===== src/lr2x_pkg.sv =====
// Shared constants, codes and types of the two-band crossover filter.
// Used by lr2_crossover_filter; depends on nothing else.
`timescale 1ns / 1ps

package lr2x_pkg;

	localparam int SAMPLE_BITS     = 24;
	localparam int COEF_FRAC_BITS  = 22;
	localparam int STATE_FRAC_BITS = 8;
	localparam int STATE_BITS      = 40;
	localparam int INNER_BITS      = 38;
	localparam int COEF_BITS       = 25;
	localparam int NUM_REGS        = 8;
	localparam int REG_IDX_BITS    = $clog2(NUM_REGS);

	localparam int SHIFT      = COEF_FRAC_BITS - STATE_FRAC_BITS;
	localparam int YLO_BITS   = INNER_BITS / 2;
	localparam int YHI_BITS   = INNER_BITS - YLO_BITS;
	localparam int MUL_B_BITS = (SAMPLE_BITS > YHI_BITS + 1) ? SAMPLE_BITS : YHI_BITS + 1;
	localparam int PROD_BITS  = COEF_BITS + MUL_B_BITS;
	localparam int FULL_BITS  = COEF_BITS + INNER_BITS + 1;
	localparam int RND_BITS   = FULL_BITS - SHIFT;
	localparam int SUM_BITS   = RND_BITS + 2;
	localparam int OUT_PRE_BITS = (INNER_BITS - STATE_FRAC_BITS + 1 > SAMPLE_BITS + 1) ?
		INNER_BITS - STATE_FRAC_BITS + 1 : SAMPLE_BITS + 1;
	localparam int YR_BITS    = OUT_PRE_BITS + STATE_FRAC_BITS;

	localparam logic signed [FULL_BITS-1:0] RND_HALF = FULL_BITS'(1) << (SHIFT - 1);
	localparam logic signed [YR_BITS-1:0]   OUT_HALF = YR_BITS'(1) << (STATE_FRAC_BITS - 1);

	// register indexes
	localparam logic [REG_IDX_BITS-1:0] REG_LP_FF0 = REG_IDX_BITS'(0);
	localparam logic [REG_IDX_BITS-1:0] REG_LP_FF1 = REG_IDX_BITS'(1);
	localparam logic [REG_IDX_BITS-1:0] REG_LP_FF2 = REG_IDX_BITS'(2);
	localparam logic [REG_IDX_BITS-1:0] REG_HP_FF0 = REG_IDX_BITS'(3);
	localparam logic [REG_IDX_BITS-1:0] REG_HP_FF1 = REG_IDX_BITS'(4);
	localparam logic [REG_IDX_BITS-1:0] REG_HP_FF2 = REG_IDX_BITS'(5);
	localparam logic [REG_IDX_BITS-1:0] REG_FB1    = REG_IDX_BITS'(6);
	localparam logic [REG_IDX_BITS-1:0] REG_FB2    = REG_IDX_BITS'(7);

	typedef enum logic [1:0] {
		ST_IDLE,
		ST_RUN,
		ST_DONE
	} state_t;

	typedef enum logic [2:0] {
		OP_FF0,
		OP_FF1,
		OP_FF2,
		OP_FB1_LO,
		OP_FB1_HI,
		OP_FB2_LO,
		OP_FB2_HI
	} op_t;

endpackage


===== src/lr2_crossover_filter.sv =====
// Two-band crossover: low-pass and high-pass biquads on one shared multiplier.
// Depends on lr2x_pkg.
`timescale 1ns / 1ps

// Each transferred sample goes from input transfer to a result ready in
// the output register as follows: the seven products of each band
// (three feedforward, two feedback split into low and high halves of the
// 38-bit band value) pass one after another through a single registered
// 25 x 24 signed multiplier, and a fresh sample is taken once the previous
// one has left the arithmetic, so no sample is taken while one is in work.
// A finished result waits in the output register, so the next sample may
// be taken before it is collected; a result still waiting when the next
// one finishes holds that one until the first is collected.
// Any coefficient write clears the four section states; write only while
// idle.
module lr2_crossover_filter
	import lr2x_pkg::*;
(
	input  logic                           clk,
	input  logic                           arst_n,
	input  logic                           cfg_we,
	input  logic [REG_IDX_BITS-1:0]        cfg_index,
	input  logic signed [COEF_BITS-1:0]    cfg_data,
	input  logic                           in_valid,
	output logic                           in_ready,
	input  logic signed [SAMPLE_BITS-1:0]  sample_in,
	output logic                           out_valid,
	input  logic                           out_ready,
	output logic signed [SAMPLE_BITS-1:0]  low_band,
	output logic signed [SAMPLE_BITS-1:0]  high_band,
	output logic                           clipped
);

	function automatic logic signed [INNER_BITS-1:0] sat_inner(
		input logic signed [SUM_BITS-1:0] v);
		logic [SUM_BITS-INNER_BITS:0] top;
		top = v[SUM_BITS-1:INNER_BITS-1];
		if ((&top) || !(|top))
			return v[INNER_BITS-1:0];
		return v[SUM_BITS-1] ? {1'b1, {(INNER_BITS-1){1'b0}}} : {1'b0, {(INNER_BITS-1){1'b1}}};
	endfunction

	function automatic logic signed [STATE_BITS-1:0] sat_state(
		input logic signed [SUM_BITS-1:0] v);
		logic [SUM_BITS-STATE_BITS:0] top;
		top = v[SUM_BITS-1:STATE_BITS-1];
		if ((&top) || !(|top))
			return v[STATE_BITS-1:0];
		return v[SUM_BITS-1] ? {1'b1, {(STATE_BITS-1){1'b0}}} : {1'b0, {(STATE_BITS-1){1'b1}}};
	endfunction

	state_t state_q, state_d;
	logic   finish;

	logic signed [COEF_BITS-1:0]   coef_q [NUM_REGS];
	logic signed [STATE_BITS-1:0]  st_a_q [2];
	logic signed [STATE_BITS-1:0]  st_b_q [2];
	logic signed [SAMPLE_BITS-1:0] x_q;
	logic signed [INNER_BITS-1:0]  y_q;
	logic signed [SUM_BITS-1:0]    ta_q, tb_q;
	logic signed [FULL_BITS-1:0]   acc_q;
	logic signed [SAMPLE_BITS-1:0] lo_q, hi_q;
	logic                          clip_q;

	logic                          iss_on_q;
	logic                          iss_sec_q;
	op_t                           iss_op_q;
	logic                          mvld_s1;
	logic                          msec_s1;
	op_t                           mop_s1;
	logic signed [PROD_BITS-1:0]   prod_s1;

	logic                          out_valid_q;
	logic signed [SAMPLE_BITS-1:0] low_band_q, high_band_q;
	logic                          clipped_q;

	logic [REG_IDX_BITS-1:0]       coef_sel;
	logic signed [COEF_BITS-1:0]   mul_a;
	logic signed [MUL_B_BITS-1:0]  mul_b;
	logic signed [PROD_BITS-1:0]   mul_p;

	logic signed [FULL_BITS-1:0]   full;
	logic signed [FULL_BITS-1:0]   rnd_w;
	logic signed [RND_BITS-1:0]    rnd;
	logic signed [SUM_BITS-1:0]    rnd_x;
	logic signed [SUM_BITS-1:0]    sum;

	logic signed [YR_BITS-1:0]      y_r;
	logic signed [OUT_PRE_BITS-1:0] o_pre;
	logic [OUT_PRE_BITS-SAMPLE_BITS:0] o_top;
	logic signed [SAMPLE_BITS-1:0]  band;
	logic                           band_clip;

	logic accept;

	assign accept = in_valid && in_ready;

	// sequencer
	always_ff @(posedge clk or negedge arst_n) begin
		if (!arst_n) begin
			state_q <= ST_IDLE;
		end else begin
			state_q <= state_d;
		end
	end

	always_comb begin
		state_d  = state_q;
		in_ready = 1'b0;
		finish   = 1'b0;
		unique case (state_q)
			ST_IDLE: begin
				in_ready = 1'b1;
				if (in_valid)
					state_d = ST_RUN;
			end
			ST_RUN: begin
				if (mvld_s1 && msec_s1 && mop_s1 == OP_FB2_HI)
					state_d = ST_DONE;
			end
			ST_DONE: begin
				if (!out_valid_q || out_ready) begin
					finish  = 1'b1;
					state_d = ST_IDLE;
				end
			end
			default: state_d = ST_IDLE;
		endcase
	end

	// multiplier operand selection
	always_comb begin
		unique case (iss_op_q)
			OP_FF0:               coef_sel = iss_sec_q ? REG_HP_FF0 : REG_LP_FF0;
			OP_FF1:               coef_sel = iss_sec_q ? REG_HP_FF1 : REG_LP_FF1;
			OP_FF2:               coef_sel = iss_sec_q ? REG_HP_FF2 : REG_LP_FF2;
			OP_FB1_LO, OP_FB1_HI: coef_sel = REG_FB1;
			default:              coef_sel = REG_FB2;
		endcase
		mul_a = coef_q[coef_sel];
		case (iss_op_q)
			OP_FB1_LO, OP_FB2_LO: mul_b = MUL_B_BITS'({1'b0, y_q[YLO_BITS-1:0]});
			OP_FB1_HI, OP_FB2_HI: mul_b = MUL_B_BITS'($signed(y_q[INNER_BITS-1:YLO_BITS]));
			default:              mul_b = MUL_B_BITS'(x_q);
		endcase
	end

	assign mul_p = mul_a * mul_b;

	// product rounding and accumulation
	always_comb begin
		if (mop_s1 == OP_FB1_HI || mop_s1 == OP_FB2_HI)
			full = (FULL_BITS'(prod_s1) <<< YLO_BITS) + acc_q;
		else
			full = FULL_BITS'(prod_s1);
		rnd_w = full + RND_HALF;
		rnd   = rnd_w[FULL_BITS-1:SHIFT];
		rnd_x = SUM_BITS'(rnd);
		case (mop_s1)
			OP_FF0:    sum = rnd_x + SUM_BITS'(st_a_q[msec_s1]);
			OP_FF1:    sum = rnd_x + SUM_BITS'(st_b_q[msec_s1]);
			OP_FB1_HI: sum = ta_q - rnd_x;
			OP_FB2_HI: sum = tb_q - rnd_x;
			default:   sum = rnd_x;
		endcase
	end

	// band output from the held band value
	always_comb begin
		y_r   = YR_BITS'(y_q) + OUT_HALF;
		o_pre = y_r[YR_BITS-1:STATE_FRAC_BITS];
		o_top = o_pre[OUT_PRE_BITS-1:SAMPLE_BITS-1];
		if ((&o_top) || !(|o_top)) begin
			band      = o_pre[SAMPLE_BITS-1:0];
			band_clip = 1'b0;
		end else begin
			band      = o_pre[OUT_PRE_BITS-1] ? {1'b1, {(SAMPLE_BITS-1){1'b0}}} :
				{1'b0, {(SAMPLE_BITS-1){1'b1}}};
			band_clip = 1'b1;
		end
	end

	// control registers
	always_ff @(posedge clk or negedge arst_n) begin
		if (!arst_n) begin
			iss_on_q    <= 1'b0;
			iss_sec_q   <= 1'b0;
			iss_op_q    <= OP_FF0;
			mvld_s1     <= 1'b0;
			msec_s1     <= 1'b0;
			mop_s1      <= OP_FF0;
			out_valid_q <= 1'b0;
			for (int i = 0; i < NUM_REGS; i++)
				coef_q[i] <= '0;
			for (int i = 0; i < 2; i++) begin
				st_a_q[i] <= '0;
				st_b_q[i] <= '0;
			end
		end else begin
			if (accept) begin
				iss_on_q  <= 1'b1;
				iss_sec_q <= 1'b0;
				iss_op_q  <= OP_FF0;
			end else if (iss_on_q) begin
				if (iss_op_q == OP_FB2_HI) begin
					iss_op_q <= OP_FF0;
					if (iss_sec_q)
						iss_on_q <= 1'b0;
					else
						iss_sec_q <= 1'b1;
				end else begin
					iss_op_q <= op_t'(iss_op_q + 3'd1);
				end
			end
			mvld_s1 <= iss_on_q;
			msec_s1 <= iss_sec_q;
			mop_s1  <= iss_op_q;

			if (finish)
				out_valid_q <= 1'b1;
			else if (out_ready)
				out_valid_q <= 1'b0;

			if (cfg_we) begin
				coef_q[cfg_index] <= cfg_data;
				for (int i = 0; i < 2; i++) begin
					st_a_q[i] <= '0;
					st_b_q[i] <= '0;
				end
			end else if (mvld_s1) begin
				if (mop_s1 == OP_FB1_HI)
					st_a_q[msec_s1] <= sat_state(sum);
				if (mop_s1 == OP_FB2_HI)
					st_b_q[msec_s1] <= sat_state(sum);
			end
		end
	end

	// datapath registers
	always_ff @(posedge clk) begin
		if (accept) begin
			x_q    <= sample_in;
			clip_q <= 1'b0;
		end
		prod_s1 <= mul_p;
		if (mvld_s1) begin
			case (mop_s1)
				OP_FF0: y_q <= sat_inner(sum);
				OP_FF1: begin
					ta_q <= sum;
					if (msec_s1)
						hi_q <= band;
					else
						lo_q <= band;
					clip_q <= clip_q | band_clip;
				end
				OP_FF2:               tb_q  <= sum;
				OP_FB1_LO, OP_FB2_LO: acc_q <= full;
				default: ;
			endcase
		end
		if (finish) begin
			low_band_q  <= lo_q;
			high_band_q <= hi_q;
			clipped_q   <= clip_q;
		end
	end

	assign out_valid = out_valid_q;
	assign low_band  = low_band_q;
	assign high_band = high_band_q;
	assign clipped   = clipped_q;

endmodule

===== config.mk =====
export PLATFORM = sky130hd
export DESIGN_NAME = lr2_crossover_filter
export DESIGN_NICKNAME = d
export VERILOG_FILES = /design/src/lr2x_pkg.sv /design/src/lr2_crossover_filter.sv
export SDC_FILE = /design/constraint.sdc
export NUM_CORES = 2
export LEC_CHECK = 0
export BUFFER_PORTS_ARGS = -buffer_cell sky130_fd_sc_hd__buf_4
export CORE_ASPECT_RATIO = 1.25
export CORE_UTILIZATION = 40
export CTS_CLUSTER_DIAMETER = 150
export DETAILED_ROUTE_END_ITERATION = 8
export GPL_TIMING_DRIVEN = 0
export SYNTH_ARGS = -nofsm -noshare
export SYNTH_HDL_FRONTEND = slang
export SYNTH_SLANG_ARGS = --single-unit

===== constraint.sdc =====
create_clock -name clk -period 12.94 [get_ports clk]
set_input_delay 0 -clock clk [delete_from_list [all_inputs] [get_ports clk]]
set_output_delay 0 -clock clk [all_outputs]
set_load 0.05 [all_outputs]

# [After elaboration in Yosys (flattened, before gate mapping)]
# Cells that the tools add are included.
[classes] mul=1 n_mux=77 n_eq_ne=17 addsub=8 reduce_logical=43 bitwise=5 order_cmp=5
[ops] operator="two-way mux 40 bit" count=17
[ops] operator="two-way mux 80 bit" count=6
[ops] operator="case mux 52 bit (4 select lines)" count=1
[ops] operator="bitwise mux 200 bit" count=1
[ops] operator="bitwise mux 80 bit" count=2
[ops] operator="two-way mux 38 bit" count=3
[ops] operator="subtractor 52 x 50 -> 52 bit" count=2
[ops] operator="adder 50 x 40 -> 51 bit" count=2
[ops] operator="binary-select mux 25 bit (select 3 bit)" count=1
[ops] operator="demux 25 bit (select 3 bit)" count=1
[ops] operator="two-way mux 25 bit" count=3
[ops] operator="adder 64 x 15 -> 64 bit (second input constant)" count=1
[ops] operator="adder 64 bit" count=1
[ops] operator="two-way mux 64 bit" count=1
[ops] operator="multiplier 25 x 24 -> 49 bit" count=1
[ops] operator="two-way mux 24 bit" count=2
[ops] operator="case mux 24 bit (2 select lines)" count=1
[ops] operator="demux 40 bit (select 1 bit)" count=1
[ops] operator="adder 38 x 9 -> 39 bit (second input constant)" count=1
[ops] operator="two-way mux 1 bit" count=26
[ops] operator="equality test 3 bit (second input constant)" count=6
[ops] operator="two-way mux 3 bit" count=5
[ops] operator="AND reduction 15 bit" count=1
[ops] operator="OR reduction 15 bit" count=1
[ops] operator="other kinds (30)" count=69
[totals] out_inout_bits=51 in_bits=57 reg_bits=750 word_cells=188

# [Logic depth before layout (Yosys ltp)]
[logic_depth] depth_word=21 depth_mapped=45 ltp_nobuf=38

# [Worst setup path after synthesis]
# No wires, ideal clock.
[synth_path] kind="reg-to-reg" startpoint="register iss_op_q[1]" endpoint="register prod_s1[46]" arrival_time_ns=10.192 path_stages_with_launch=36 setup_ns=0.072 period_less_slack_ns=10.264 required_ns=12.868 n_path_buf=4 slack_ns=2.676 cell_sequence="dfrtp_1 clkbuf_1 nor2_1 a221oi_1 clkbuf_1 clkbuf_1 clkbuf_1 nand3_1 a31oi_1 nor2_1 fa_1 inv_1 fa_1 inv_1 fa_1 inv_1 fa_1 fa_1 fa_1 inv_1 fa_1 ha_1 a21o_1 a21oi_1 o21ai_0 a221o_1 a41oi_1 a2111oi_0 o31ai_1 o21a_1 o311ai_0 o41a_1 a21oi_1 o21bai_1 a21oi_1 xnor2_1"
[synth_between] elab_chain_cells=8 word_cells_on_any_way=17 classes_between="mul (1); eq/ne (6); mux (5); bitwise (1); reduce/logical (4)"
[synth_rtl] item="start: declaration" line_no="lr2_crossover_filter.sv:67" rtl="op_t iss_op_q;"
[synth_rtl] item="start signal: assignment" line_no="lr2_crossover_filter.sv:212" rtl="iss_op_q <= op_t'(iss_op_q + 3'd1);"
[synth_rtl] item="equality test 3 bit / equality test 3 x 2 -> 1 bit (equally long branches)" line_no="lr2_crossover_filter.sv:133, lr2_crossover_filter.sv:141"
[synth_rtl] item="OR reduction 2 bit" line_no="lr2_crossover_filter.sv:133" rtl="unique case (iss_op_q)"
[synth_rtl] item="case mux 3 bit (4 select lines)" line_no="lr2_crossover_filter.sv:133"
[synth_rtl] item="NOT 3 -> 4 bit (not written as such)" line_no="lr2_crossover_filter.sv:140" rtl="mul_a = coef_q[coef_sel];"
[synth_rtl] item="binary-select mux 25 bit (select 3 bit)" line_no="lr2_crossover_filter.sv:140"
[synth_rtl] item="two-way mux 25 bit (not written as such) (2 in series)" line_no="lr2_crossover_filter.sv:140"
[synth_rtl] item="multiplier 25 x 24 -> 49 bit *" line_no="lr2_crossover_filter.sv:148" rtl="assign mul_p = mul_a * mul_b;"
[synth_rtl] item="named net mul_p[46]" line_no="lr2_crossover_filter.sv:80" rtl="logic signed [PROD_BITS-1:0] mul_p;"
[synth_rtl] item="end signal: assignment" line_no="lr2_crossover_filter.sv:245" rtl="prod_s1 <= mul_p;"
[synth_rtl] item="end: declaration" line_no="lr2_crossover_filter.sv:71" rtl="logic signed [PROD_BITS-1:0] prod_s1;"
# The timed path passes the listed nets; every way through them passes the cells marked *. The select of a mux whose other input is x is not followed.
# A chain may end at the register's enable or synchronous reset.

# [Worst setup path in the final report]
[layout_path] startpoint="register mop_s1[2]" endpoint="register st_a_q[54] (netlist bit)"
[layout_between] elab_chain_cells=21 word_cells_on_any_way=32 classes_between="add/sub (5); eq/ne (3); mux (16); reduce/logical (8)"
[layout_rtl] item="start: declaration" line_no="lr2_crossover_filter.sv:70" rtl="op_t mop_s1;"
[layout_rtl] item="start signal: assignment" line_no="lr2_crossover_filter.sv:217" rtl="mop_s1 <= iss_op_q;"
[layout_rtl] item="equality test 3 bit" line_no="lr2_crossover_filter.sv:152, lr2_crossover_filter.sv:159"
[layout_rtl] item="logical OR 1 bit" line_no="lr2_crossover_filter.sv:152" rtl="if (mop_s1 == OP_FB1_HI || mop_s1 == OP_FB2_HI)"
[layout_rtl] item="two-way mux 64 bit" line_no="lr2_crossover_filter.sv:152"
[layout_rtl] item="adder 64 x 15 -> 64 bit" line_no="lr2_crossover_filter.sv:156" rtl="rnd_w = full + RND_HALF;"
[layout_rtl] item="subtractor 52 x 50 -> 52 bit, or another cell as far along" line_no="lr2_crossover_filter.sv:163" rtl="OP_FB2_HI: sum = tb_q - rnd_x;"
[layout_rtl] item="case mux 52 bit (4 select lines) *" line_no="lr2_crossover_filter.sv:159" rtl="case (mop_s1)"
[layout_rtl] item="named net sum[44]" line_no="lr2_crossover_filter.sv:86" rtl="logic signed [SUM_BITS-1:0] sum;"
[layout_rtl] item="OR reduction 13 bit" line_no="lr2_crossover_filter.sv:47" rtl="if ((&top) || !(|top))"
[layout_rtl] item="[6 not listed]"
[layout_rtl] item="two-way mux 40 bit *" line_no="lr2_crossover_filter.sv:49" rtl="return v[SUM_BITS-1] ? {1'b1, {(STATE_BITS-1){1'b0}}} : {1'b0, {(STATE_BITS-1){1'b1}}};"
[layout_rtl] item="two-way mux 40 bit *" line_no="lr2_crossover_filter.sv:231" rtl="if (mop_s1 == OP_FB1_HI)"
[layout_rtl] item="two-way mux 40 bit *" line_no="lr2_crossover_filter.sv:230" rtl="end else if (mvld_s1) begin"
[layout_rtl] item="two-way mux 40 bit *" line_no="lr2_crossover_filter.sv:224" rtl="if (cfg_we) begin"
[layout_rtl] item="bitwise mux 80 bit *" line_no="lr2_crossover_filter.sv:232" rtl="st_a_q[msec_s1] <= sat_state(sum);"
[layout_rtl] item="two-way mux 80 bit *" line_no="lr2_crossover_filter.sv:231"
[layout_rtl] item="two-way mux 80 bit *" line_no="lr2_crossover_filter.sv:230"
[layout_rtl] item="two-way mux 80 bit *" line_no="lr2_crossover_filter.sv:224"
[layout_rtl] item="end signal: indexed assignment" line_no="lr2_crossover_filter.sv:232"
[layout_rtl] item="end: declaration" line_no="lr2_crossover_filter.sv:56" rtl="logic signed [STATE_BITS-1:0] st_a_q [2];"
# Marks and branches as above.

==> impl_metrics.py <==
metrics = {
    "timing": {
        "worst_pin_slew_ps": 1420,
        "finalSetupViolCount": 0,
        "slew_viol_final": 0,
        "fin_skew_ps": 81.2,
        "setup_ws_ps": 233,
        "layout_min_cycle_time_ps": 12710,
        "hold_viol": 0,
        "rsz0062_at_grt": "yes",
        "finalCritPeriodShare_pct": 98.2,
        "maxSlewHeadroom_pct": 5.62,
        "max_freq_mhz": 78.7,
    },
    "worst_hold_path": {
        "hold_path.class": "in2reg",
        "whs_endpoint": "coef_q[174]",
        "hp-start": "cfg_index[0]",
        "whs_path_depth": 4,
    },
    "placement": {
        "dp_hpwl_um": 187000,
        "io_buffers": 103,
        "place.gp.congestion": 1.02,
        "place_area_um2": 69400,
        "pre_cts_slack_ps": -3390,
    },
    "cts": {
        "clock_path_buffers": 3,
        "numCtsBuffers": 84,
        "clock-sinks": 737,
        "clkTransAtPathRegs_ps": 60,
        "ctsRootBufferMaster": "clkbuf_16",
        "htreeDepth": 3,
        "cts_tree": "done",
        "clock_latency_ps": 740,
    },
    "global_route": {
        "grt_usage_pct": 28.2,
        "antenna_found_initial": 12,
        "grt_pass1_vias": 53000,
        "grt_max_degree": 124,
        "grt_pass1_wl_um": 345000,
        "overflow": 0,
    },
    "floorplan": {
        "die-height_um": 454,
        "rows": 165,
        "pin_count": 108,
        "dieArea_um2": 165000,
        "chipWidth_um": 364,
        "core_um2": 162000,
        "initial_core_util_pct": 40.4,
    },
    "critical_path": {
        "crit_arrival_ps": 13280,
        "critPathKind": "reg2reg",
        "r2r_start": "mop_s1[2]",
        "crit_path_top_delay_cell": "clkbuf_1",
        "cp-end-kind": "flip-flop",
        "cp_max_fo": 19,
        "reg2reg_setup_slack_ps": 230,
        "start_kind": "flip-flop",
        "slowest_delay_ps": 1100,
        "worstPathRequired_ps": 13520,
        "r2r_end": "st_a_q[54]",
        "r2r_cells": 34,
    },
    "logic_synthesis": {
        "synthArstFlopShare_pct": 50.6,
        "ys_seq_elements": 737,
        "synth_warnings": 0,
        "syn-cell-area_um2": 65400,
        "synth_fp_nets": 7581,
        "yosysUniqueCellTypes": 112,
        "synth-seq-area-share_pct": 30.2,
        "synthCells": 6577,
        "synth_edf_count": 314,
        "synthFlopType": "dfrtp_1",
        "postSynthAreaPerCell_um2": 9.95,
    },
    "finish": {
        "fill_cells": 15500,
        "nNetsFinal": 7862,
        "final_util_pct": 45.2,
        "synthToLayoutAreaGrowth_pct": 11.9,
        "layout_commonest_cell": "nand2_1",
        "mostFrequentLayoutCells": "nand2_1, inv_1, fa_1",
        "final_area_um2": 73200,
        "drive_gt1_share_pct": 11.9,
    },
    "routing": {
        "drt_iter0_markers": 5113,
        "viasPerCell": 5.83,
        "first_pass_iters": 6,
        "ant_nets": 0,
        "vias": 53100,
        "wl_per_cell_um": 25.8,
        "drt_wl_total_um": 235000,
        "drc": 0,
    },
    "run_status": {
        "status": "complete, no violations",
    },
    "run": {
        "cap_viol_max_count": 0,
    },
}
## flip-flops by register name, summed over array words and instances, names as in the netlist, 2 cells and up
register,flops
coef_q,200
st_a_q,80
st_b_q,80
ta_q,52
tb_q,52
acc_q,51
prod_s1,49
y_q,38
hi_q,24
high_band,24
lo_q,24
low_band,24
x_q,24
iss_op_q,3
mop_s1,3
state_q,2
## how the worst max path moves through the flow
stage / slack (ps) / start / endpoint
floorplan: 2680 / iss_op_q[1] / prod_s1[46]
global placement: -3450 / mop_s1[0] / y_q[0]
detailed placement: -3390 / mop_s1[0] / y_q[0]
CTS: 60 / iss_op_q[1] / prod_s1[46]
global route: -50 / iss_op_q[1] / prod_s1[46]
finish: 230 / mop_s1[2] / st_a_q[54]
## layout make-up
cell class | instances | area (um^2) | area share, %
diodes | 3 | 7.51 | 0.0102
plain buffers | 300 | 1280 | 1.75
clock buffers | 113 | 2400 | 3.28
clock inverters | 44 | 487 | 0.665
inverters | 774 | 2910 | 3.97
multi-input cells | 4761 | 41800 | 57.0
flip-flops and latches | 737 | 19800 | 27.0
well taps | 2171 | 2720 | 3.71
repair buffers | 200 | 1900 | 2.60
## Yosys cell counts, drive strengths merged (31+ instances only)
cell,instances,area [um^2]
nand2,774,2910
inv,773,2900
fa,633,12700
nor2,422,1580
dfrtp,373,9330
mux2,333,3750
a21oi,318,1610
edfxtp,314,9430
ha,314,3930
clkbuf,238,893
o21ai,212,1080
xnor2,163,1440
nand3,135,686
a21o,110,826
xor2,101,885
a22oi,90,676
nor3,73,390
buf,67,353
and2,65,407
o211ai,62,465
a31oi,58,363
nor2b,56,350
a221o,52,521
a211o,51,447
dfxtp,50,1000
nand4,48,313
mux2i,46,460
nand2b,46,288
and3,41,257
a211oi,40,305
o21bai,39,293
o21a,37,278
a22o,35,307
mux4,31,698
o31ai,31,270
## logic make-up (layout without fill, tap and decap cells)
logic type                 count (synthesis)  after routing  share of synthesized area [%]
buffers and inverters                   1079           1431                           6.34
other                                      0              3                              0
muxes                                    410            410                           7.50
DFF                                      737            737                           30.2
AOI/OAI and AO/OA                       1337           1337                           14.2
xor gates and xnor gates                 268            268                           3.68
adders and majority gates                955            955                           25.5
and+or+nand+nor                         1791           1791                           12.6
## critical path, delay by kind of cell, from the launching register on
family | cells | cell delay, ps
simple gates | 9 | 2940
mux | 1 | 280
buf+inv | 9 | 4360
flops | 1 | 480
fa+ha+maj | 2 | 670
compound gates | 13 | 3820
## timing repair
item,in CTS,in global routing
gates resized for setup,41,32
pin swaps,1,2
setup endpoints to repair,245,201
setup buffers,1,2
endpoints found under the hold margin,432,0
hold buffers,71,0
## stage by stage
stage | TNS (ps) | std cells | hold WS (ps)
after floorplan | 0 | 6577 | -296
after global placement | -638760 | 8851 | 178
after detailed placement | -635830 | 8873 | -11.6
after CTS | 0 | 9099 | 0.357
after global routing | -50.2 | 9101 | 20.1
final | 0 | 9103 | 25.7
## routing by layer
metal | global-route usage (%) | vias to the layer above | wire (um)
met4 | 13.1 | 12 | 11800
met1 | 37.3 | 27000 | 95800
met5 | 0 | - | 79
li1 | - | 23300 | -
met3 | 4.25 | 514 | 17600
met2 | 45.6 | 2231 | 109000
Power is not shown: default switching activity piles up to over one toggle a cycle in this logic, so the estimate is an artifact.
